$ cat config.mk
export PLATFORM = sky130hd
export DESIGN_NAME = lru_key_cache_policy
export DESIGN_NICKNAME = d
export VERILOG_FILES = /design/src/design/lkc_pkg.sv /design/src/design/lru_key_cache_policy.sv
export SDC_FILE = /design/constraint.sdc
export NUM_CORES = 1
export LEC_CHECK = 0
export ABC_CLOCK_PERIOD_IN_PS = 12760
export BUFFER_PORTS_ARGS = -buffer_cell sky130_fd_sc_hd__clkbuf_2
export CAP_MARGIN = 10
export CORE_ASPECT_RATIO = 1.75
export CORE_UTILIZATION = 31
export DETAILED_ROUTE_END_ITERATION = 8
export SLEW_MARGIN = 20
export SYNTH_ARGS = -nofsm -noshare
export SYNTH_HDL_FRONTEND = slang
export SYNTH_SLANG_ARGS = --single-unit
$ cat constraint.sdc
create_clock -name clk -period 12.76 [get_ports clk]
set_clock_uncertainty 0.2 [all_clocks]
set_input_delay 1.276 -clock clk [delete_from_list [all_inputs] [get_ports clk]]
set_output_delay 1.276 -clock clk [all_outputs]
set_load 0.005 [all_outputs]
$ cat src/design/lkc_pkg.sv
// Package: sizes, codes and item types for the LRU key cache directory.
`default_nettype none

package lkc_pkg;

	// Directory size and compared key bits
	localparam int WAYS         = 16;
	localparam int KEY_BITS     = 16;

	// Fixed field widths of the item ports
	localparam int KEY_W        = 16;
	localparam int CAP_W        = 5;
	localparam int COUNT_W      = 5;

	// Derived widths
	localparam int KEY_CMP_BITS = (KEY_BITS < KEY_W) ? KEY_BITS : KEY_W;
	localparam int WAY_BITS     = $clog2(WAYS);
	localparam int RANK_BITS    = $clog2(WAYS);
	localparam int CNT_BITS     = $clog2(WAYS + 1);

	localparam logic [CAP_W-1:0] CAP_RESET = CAP_W'(16);

	typedef logic [KEY_CMP_BITS-1:0] tag_t;
	typedef logic [RANK_BITS-1:0]    rank_t;
	typedef logic [WAY_BITS-1:0]     way_t;
	typedef logic [CNT_BITS-1:0]     cnt_t;

	typedef enum logic {
		ACT_ACCESS = 1'b0,
		ACT_CLEAR  = 1'b1
	} action_t;

	typedef enum logic [1:0] {
		ST_HIT   = 2'd0,
		ST_FILL  = 2'd1,
		ST_MISS  = 2'd2,
		ST_CLEAR = 2'd3
	} status_t;

	typedef struct packed {
		action_t          action;
		logic [KEY_W-1:0] key;
		logic             load_ok;
	} req_t;

	typedef struct packed {
		status_t            status;
		logic               evicted;
		logic [KEY_W-1:0]   evicted_key;
		logic [COUNT_W-1:0] entries_in_use;
	} rsp_t;

endpackage

`default_nettype wire

$ cat src/design/lru_key_cache_policy.sv
// Top level: fully associative LRU key directory with one result per item.
// Items pass through the input register, then the result register; all WAYS tags are compared
// and all ranks updated together. Throughput: one item per cycle unless out_ready stalls.
// The next item sees the directory as left by the previous one, so items never wait on each other.
// Reset (arst_n low): directory empty, all ranks zero, capacity 16, both stages empty.
`default_nettype none

module lru_key_cache_policy
	import lkc_pkg::*;
(
	input  wire logic             clk,
	input  wire logic             arst_n,
	input  wire logic             in_valid,
	output logic                  in_ready,
	input  wire req_t             in_item,
	output logic                  out_valid,
	input  wire logic             out_ready,
	output rsp_t                  out_item,
	input  wire logic             cfg_we,
	input  wire logic [CAP_W-1:0] cfg_wdata
);

	logic [CAP_W-1:0] capacity_q;

	// Input stage
	logic valid_s1;
	req_t item_s1;

	// Directory state
	logic  [WAYS-1:0] entry_valid_q;
	tag_t             entry_key_q  [WAYS];
	rank_t            rank_q       [WAYS];
	cnt_t             count_q;

	// Result stage
	logic out_valid_q;
	rsp_t out_item_q;

	logic advance;

	// Next directory state and result
	logic  [WAYS-1:0] valid_d;
	rank_t            rank_d  [WAYS];
	cnt_t             count_d;
	rsp_t             rsp_d;
	logic             key_we;
	way_t             key_wa;

	tag_t             req_tag;
	logic             hit_any;
	way_t             hit_idx;
	logic             vic_any;
	way_t             vic_idx;
	logic             free_any;
	way_t             free_idx;
	logic [31:0]      cap_eff;
	logic             full;
	logic             do_evict;
	logic             slot_any;
	way_t             slot_idx;

	assign advance   = valid_s1 && (!out_valid_q || out_ready);
	assign in_ready  = !valid_s1 || advance;
	assign out_valid = out_valid_q;
	assign out_item  = out_item_q;

	// Hold the capacity register
	always_ff @(posedge clk or negedge arst_n) begin
		if (!arst_n) begin
			capacity_q <= CAP_RESET;
		end else if (cfg_we) begin
			capacity_q <= cfg_wdata;
		end
	end

	// Track input stage occupancy
	always_ff @(posedge clk or negedge arst_n) begin
		if (!arst_n) begin
			valid_s1 <= 1'b0;
		end else if (in_ready) begin
			valid_s1 <= in_valid;
		end
	end

	// Capture the incoming item
	always_ff @(posedge clk) begin
		if (in_valid && in_ready) begin
			item_s1 <= in_item;
		end
	end

	// Look up, pick the slot and build the next directory state
	always_comb begin
		req_tag  = item_s1.key[KEY_CMP_BITS-1:0];
		hit_any  = 1'b0;
		hit_idx  = '0;
		vic_any  = 1'b0;
		vic_idx  = '0;
		free_any = 1'b0;
		free_idx = '0;

		// Lowest-numbered match, victim and free entry
		for (int i = 0; i < WAYS; i++) begin
			if (!hit_any && entry_valid_q[i] && entry_key_q[i] == req_tag) begin
				hit_any = 1'b1;
				hit_idx = WAY_BITS'(i);
			end
			// Valid ranks are distinct 0..count-1, so the oldest holds count-1
			if (!vic_any && entry_valid_q[i] &&
			    32'(rank_q[i]) == 32'(count_q) - 32'd1) begin
				vic_any = 1'b1;
				vic_idx = WAY_BITS'(i);
			end
			if (!free_any && !entry_valid_q[i]) begin
				free_any = 1'b1;
				free_idx = WAY_BITS'(i);
			end
		end

		// Clamp the capacity to 1..WAYS
		cap_eff = 32'(capacity_q);
		if (cap_eff == 32'd0) begin
			cap_eff = 32'd1;
		end
		if (cap_eff > 32'(WAYS)) begin
			cap_eff = 32'(WAYS);
		end
		full     = 32'(count_q) >= cap_eff;
		do_evict = full && vic_any;
		slot_any = do_evict || free_any;
		slot_idx = do_evict ? vic_idx : free_idx;

		valid_d = entry_valid_q;
		count_d = count_q;
		key_we  = 1'b0;
		key_wa  = slot_idx;
		for (int i = 0; i < WAYS; i++) begin
			rank_d[i] = rank_q[i];
		end
		rsp_d.status      = ST_HIT;
		rsp_d.evicted     = 1'b0;
		rsp_d.evicted_key = '0;

		case (item_s1.action)
			ACT_CLEAR: begin
				valid_d = '0;
				count_d = '0;
				for (int i = 0; i < WAYS; i++) begin
					rank_d[i] = '0;
				end
				rsp_d.status = ST_CLEAR;
			end
			ACT_ACCESS: begin
				if (hit_any) begin
					// Promote the hit entry, age the ones that were newer
					for (int i = 0; i < WAYS; i++) begin
						if (WAY_BITS'(i) == hit_idx) begin
							rank_d[i] = '0;
						end else if (entry_valid_q[i] && rank_q[i] < rank_q[hit_idx]) begin
							rank_d[i] = rank_q[i] + rank_t'(1);
						end
					end
					rsp_d.status = ST_HIT;
				end else if (!item_s1.load_ok) begin
					rsp_d.status = ST_MISS;
				end else begin
					rsp_d.status = ST_FILL;
					if (do_evict) begin
						rsp_d.evicted     = 1'b1;
						rsp_d.evicted_key = KEY_W'(entry_key_q[vic_idx]);
					end
					if (slot_any) begin
						key_we = 1'b1;
						// New entry is the newest; every other valid entry ages
						for (int i = 0; i < WAYS; i++) begin
							if (WAY_BITS'(i) == slot_idx) begin
								rank_d[i]  = '0;
								valid_d[i] = 1'b1;
							end else if (entry_valid_q[i]) begin
								rank_d[i] = rank_q[i] + rank_t'(1);
							end
						end
						if (!do_evict) begin
							count_d = count_q + cnt_t'(1);
						end
					end
				end
			end
			default: begin
				rsp_d.status = ST_MISS;
			end
		endcase

		rsp_d.entries_in_use = COUNT_W'(count_d);
	end

	// Update directory control state
	always_ff @(posedge clk or negedge arst_n) begin
		if (!arst_n) begin
			entry_valid_q <= '0;
			count_q       <= '0;
			for (int i = 0; i < WAYS; i++) begin
				rank_q[i] <= '0;
			end
		end else if (advance) begin
			entry_valid_q <= valid_d;
			count_q       <= count_d;
			for (int i = 0; i < WAYS; i++) begin
				rank_q[i] <= rank_d[i];
			end
		end
	end

	// Write the filled key
	always_ff @(posedge clk) begin
		if (advance && key_we) begin
			entry_key_q[key_wa] <= req_tag;
		end
	end

	// Hold the result until taken
	always_ff @(posedge clk or negedge arst_n) begin
		if (!arst_n) begin
			out_valid_q <= 1'b0;
		end else if (advance) begin
			out_valid_q <= 1'b1;
		end else if (out_ready) begin
			out_valid_q <= 1'b0;
		end
	end

	always_ff @(posedge clk) begin
		if (advance) begin
			out_item_q <= rsp_d;
		end
	end

endmodule

`default_nettype wire

==> results.py <==
metrics = {
    "critical_path": {
        "critical_path_buf_inv_count": 1,
        "startpoint": "req_tag[8]$_DFFE_PP_",
        "max_stage_delay_ns": 0.67,
        "path_class": "reg2reg",
        "slowest_stage": "nand2_1",
        "crit_top_cell": "a21oi_1",
        "worstPathMaxFanout": 32,
        "reg2reg_from": "req_tag[8]$_DFFE_PP_",
        "crit_arrival_ns": 7.56,
        "critPathLaunchType": "flop",
        "path_cells": "buf_4 -> xor2_1 -> or4_1 -> or4_4 -> a311oi_2 -> o22ai_1 -> a21oi_1 -> or3_1 -> mux2_2 -> nor2_1 -> a21oi_1 -> nor2_1 -> a21oi_1 -> nand2_1 -> ha_1 -> a211o_1 -> nor4b_1 -> a21oi_2 -> or3_1 -> a21oi_1",
        "cp_top_family": "simple AND/OR/NAND/NOR gates",
        "cp.required_ns": 13.06,
        "cp-end-kind": "flop",
    },
    "synth": {
        "netlist_area_um2": 24920,
        "synth_seq_cells": 390,
        "synthFlopType": "edfxtp_1",
        "synth_fp_nets": 2540,
        "ys_warn_count": 0,
        "async_flop_share_pct": 23.59,
        "yosysUniqueCellTypes": 102,
        "synth_area_per_cell_um2": 10.21,
        "synth_edf_count": 298,
        "yosysSeqAreaShare_pct": 45.15,
        "synth_cells": 2441,
    },
    "timing": {
        "hold_viol_final": 0,
        "setup_viol": 0,
        "relSlewSlack_pct": 18.23,
        "clock.fmax_mhz": 137.7,
        "worstMarginPinSlew_ns": 1.221,
        "final_max_slew_viol_count": 0,
        "period_share_pct": 56.93,
        "grt_setup_unrepaired": "false",
        "fin_crit_ns": 7.265,
        "tns_ns": 0,
    },
    "floorplanning": {
        "die-area_um2": 81570,
        "dieHeight_um": 377.1,
        "initial_core_util_pct": 31.27,
        "row_count": 137,
        "core_region_area_um2": 79710,
        "die_x_um": 216.3,
        "ios": 54,
    },
    "detailed_routing": {
        "totalWireLength_mm": 94.89,
        "antenna_left": 0,
        "dr.pass1.iters": 8,
        "drc": 0,
        "vias": 20260,
        "vias_per_cell": 5.724,
        "wl_per_cell_um": 26.81,
        "drt-initial-drc-count": 1572,
    },
    "clock_tree": {
        "clk_pin_slew_worst_paths_ns": 0.07,
        "h-tree-depth": 2,
        "cts_buffer_depth": 3,
        "cts_resized": 0,
        "clkLatencyLatePin_ns": 0.61,
        "cts_root_buffer": "clkbuf_16",
        "cts_hold_buf": 0,
        "cts.sinks": 390,
        "cts_tree": "done",
        "numCtsBuffers": 40,
        "cts_setup_buffers": 0,
    },
    "global_route": {
        "antenna_found_initial": 0,
        "grt_use_total_pct": 22.90,
        "grt_pass1_vias": 20180,
        "grt_pass1_wl_mm": 136.6,
        "grt_overflow": 0,
        "grt_max_degree": 65,
    },
    "power_and_ir_drop": {
        "p_leak_nw": 10.04,
        "combPwrFrac_pct": 23.4,
        "seq_power_share_pct": 43.1,
        "p_int_mw": 2.510,
        "sw_frac_of_total_pct": 33.48,
        "power_frac_clock_pct": 33.5,
        "p_per_area_nw_per_um2": 135.8,
        "vdd_ir_drop_max_mv": 0.08498,
        "netSwitchingPower_mw": 1.263,
    },
    "final_layout": {
        "fill_cells": 8045,
        "fin_nets": 2565,
        "stdcell_count": 3539,
        "drive_gt1_share_pct": 10.41,
        "final_cell_mix": "nand2_1 (344), edfxtp_1 (298), xnor2_1 (206), nor2_1 (129), xor2_1 (107)",
        "synthToLayoutAreaGrowth_pct": 11.48,
        "diodes": 0,
        "final_common_cell": "nand2_1",
    },
    "placement": {
        "gp_congestion": 1.035,
        "port_buffers": 53,
        "dp.cells": 3466,
        "hpwl_mm": 70.47,
    },
    "run_status": {
        "status": "complete, no violations",
    },
    "flow_run": {
        "cap_violations": 0,
    },
    "min_path": {
        "hold_path.class": "reg2reg",
        "hp-start": "valid_s1$_DFFE_PN0N_",
    },
}
power groups by stage:
stage	Sequential, mW	Clock (mW)	Combinational [mW]
6_report	1.63	1.26	0.884
5_1_grt	1.63	1.32	0.971
4_1_cts	1.62	1.28	0.870
3_5_place_dp	1.65	0	0.868
3_3_place_gp	1.65	0	0.854
2_1_floorplan	1.57	0	0.619
final timing paths:
kind                                     endpoint  slack [ns]  depth (start not counted)
max                        rank_q[23]$_DFFE_PN0P_        5.50                         20
min                         out_valid$_DFFE_PN0P_        0.29                          1
max reg2reg                rank_q[23]$_DFFE_PN0P_        5.50                         20
min reg2reg                 out_valid$_DFFE_PN0P_        0.29                          1
max in group asynchronous  rank_q[17]$_DFFE_PN0P_       10.71                          2
min in group asynchronous  rank_q[59]$_DFFE_PN0P_        0.40                          1
through the flow:
step                util (%)  power, mW  setup slack [ns]  hold slack [ns]  area (µm²)
finish                 34.85      3.773             5.495           0.2925       27780
global route           34.85      3.922             5.329           0.3369       27780
CTS                    34.85      3.773             5.557           0.2986       27780
detailed placement     33.14      2.514             5.604           0.2892       26420
global placement       33.14      2.501             5.562           0.2751       26410
floorplan                  -      2.190             6.878           0.2569       24920
flip-flops by register name (all words and copies together), names as in the netlist:
signal	cells
capacity_q	5
count_q	5
entry_key_q	256
entry_valid_q	16
item_s1	2
out_item	24
out_valid	1
rank_q	64
req_tag	16
valid_s1	1
logic make-up after synthesis:
group | after synthesis | synth area share (%)
DFF | 390 | 45.15
buffers and inverters | 171 | 3.022
muxes | 75 | 3.138
AOI/OAI and AO/OA | 399 | 11.51
adders and majority gates | 71 | 3.565
and+or+nand+nor | 1003 | 20.92
xor gates and xnor gates | 332 | 12.69
worst register-to-register path: cells and delay by family (launching register included):
kind / cells / cell delay, ns
fa+ha+maj: 1 / 0.39
simple gates: 8 / 3.40
mux: 1 / 0.41
flops: 1 / 0.32
buf+inv: 1 / 0.40
xor+xnor: 1 / 0.25
compound gates: 8 / 1.81
synthesized netlist by cell type (19+ instances only):
library cell | count | share of area [%]
or4_1 | 33 | 0.99
nand2b_1 | 35 | 0.88
nand2_1 | 345 | 5.2
o21a_1 | 26 | 0.78
dfrtp_1 | 91 | 9.1
nor2_1 | 130 | 2.0
nor4_1 | 44 | 1.1
and3_1 | 41 | 1.0
xnor2_1 | 206 | 7.2
edfxtp_1 | 298 | 36
clkbuf_1 | 74 | 1.1
a21oi_1 | 69 | 1.4
nor2b_1 | 19 | 0.48
ha_1 | 71 | 3.6
inv_1 | 44 | 0.66
buf_2 | 32 | 0.64
nor3_1 | 33 | 0.66
or2_2 | 19 | 0.48
a211oi_1 | 27 | 0.81
nand4_1 | 92 | 2.3
mux2i_1 | 50 | 2.0
xor2_1 | 107 | 3.8
a31oi_1 | 24 | 0.60
a311oi_1 | 49 | 1.7
nand3_1 | 98 | 2.0
and4_1 | 21 | 0.74
o21ai_0 | 55 | 1.1
final cells by class:
cell class                 count  area, µm²  share of cell area (%)
clock buffer                  43       1022                   3.680
clock inverter                30      341.6                   1.230
inverter                      44      165.2                  0.5945
multi-input combinational   1880      13000                   46.80
sequential                   390      11250                   40.50
tap                         1042       1304                   4.693
timing repair buffer         110      695.7                   2.504
routing by layer:
metal / share of wire [%] / GRT usage (%) / up-vias
met5: 0 / 0 / -
met2: 51 / 41.19 / 870
met1: 35 / 23.40 / 9935
li1: - / - / 9106
met4: 9.2 / 18.67 / 0
met3: 4.9 / 3.370 / 345
No activity file was read; power rests on OpenSTA's default activity.
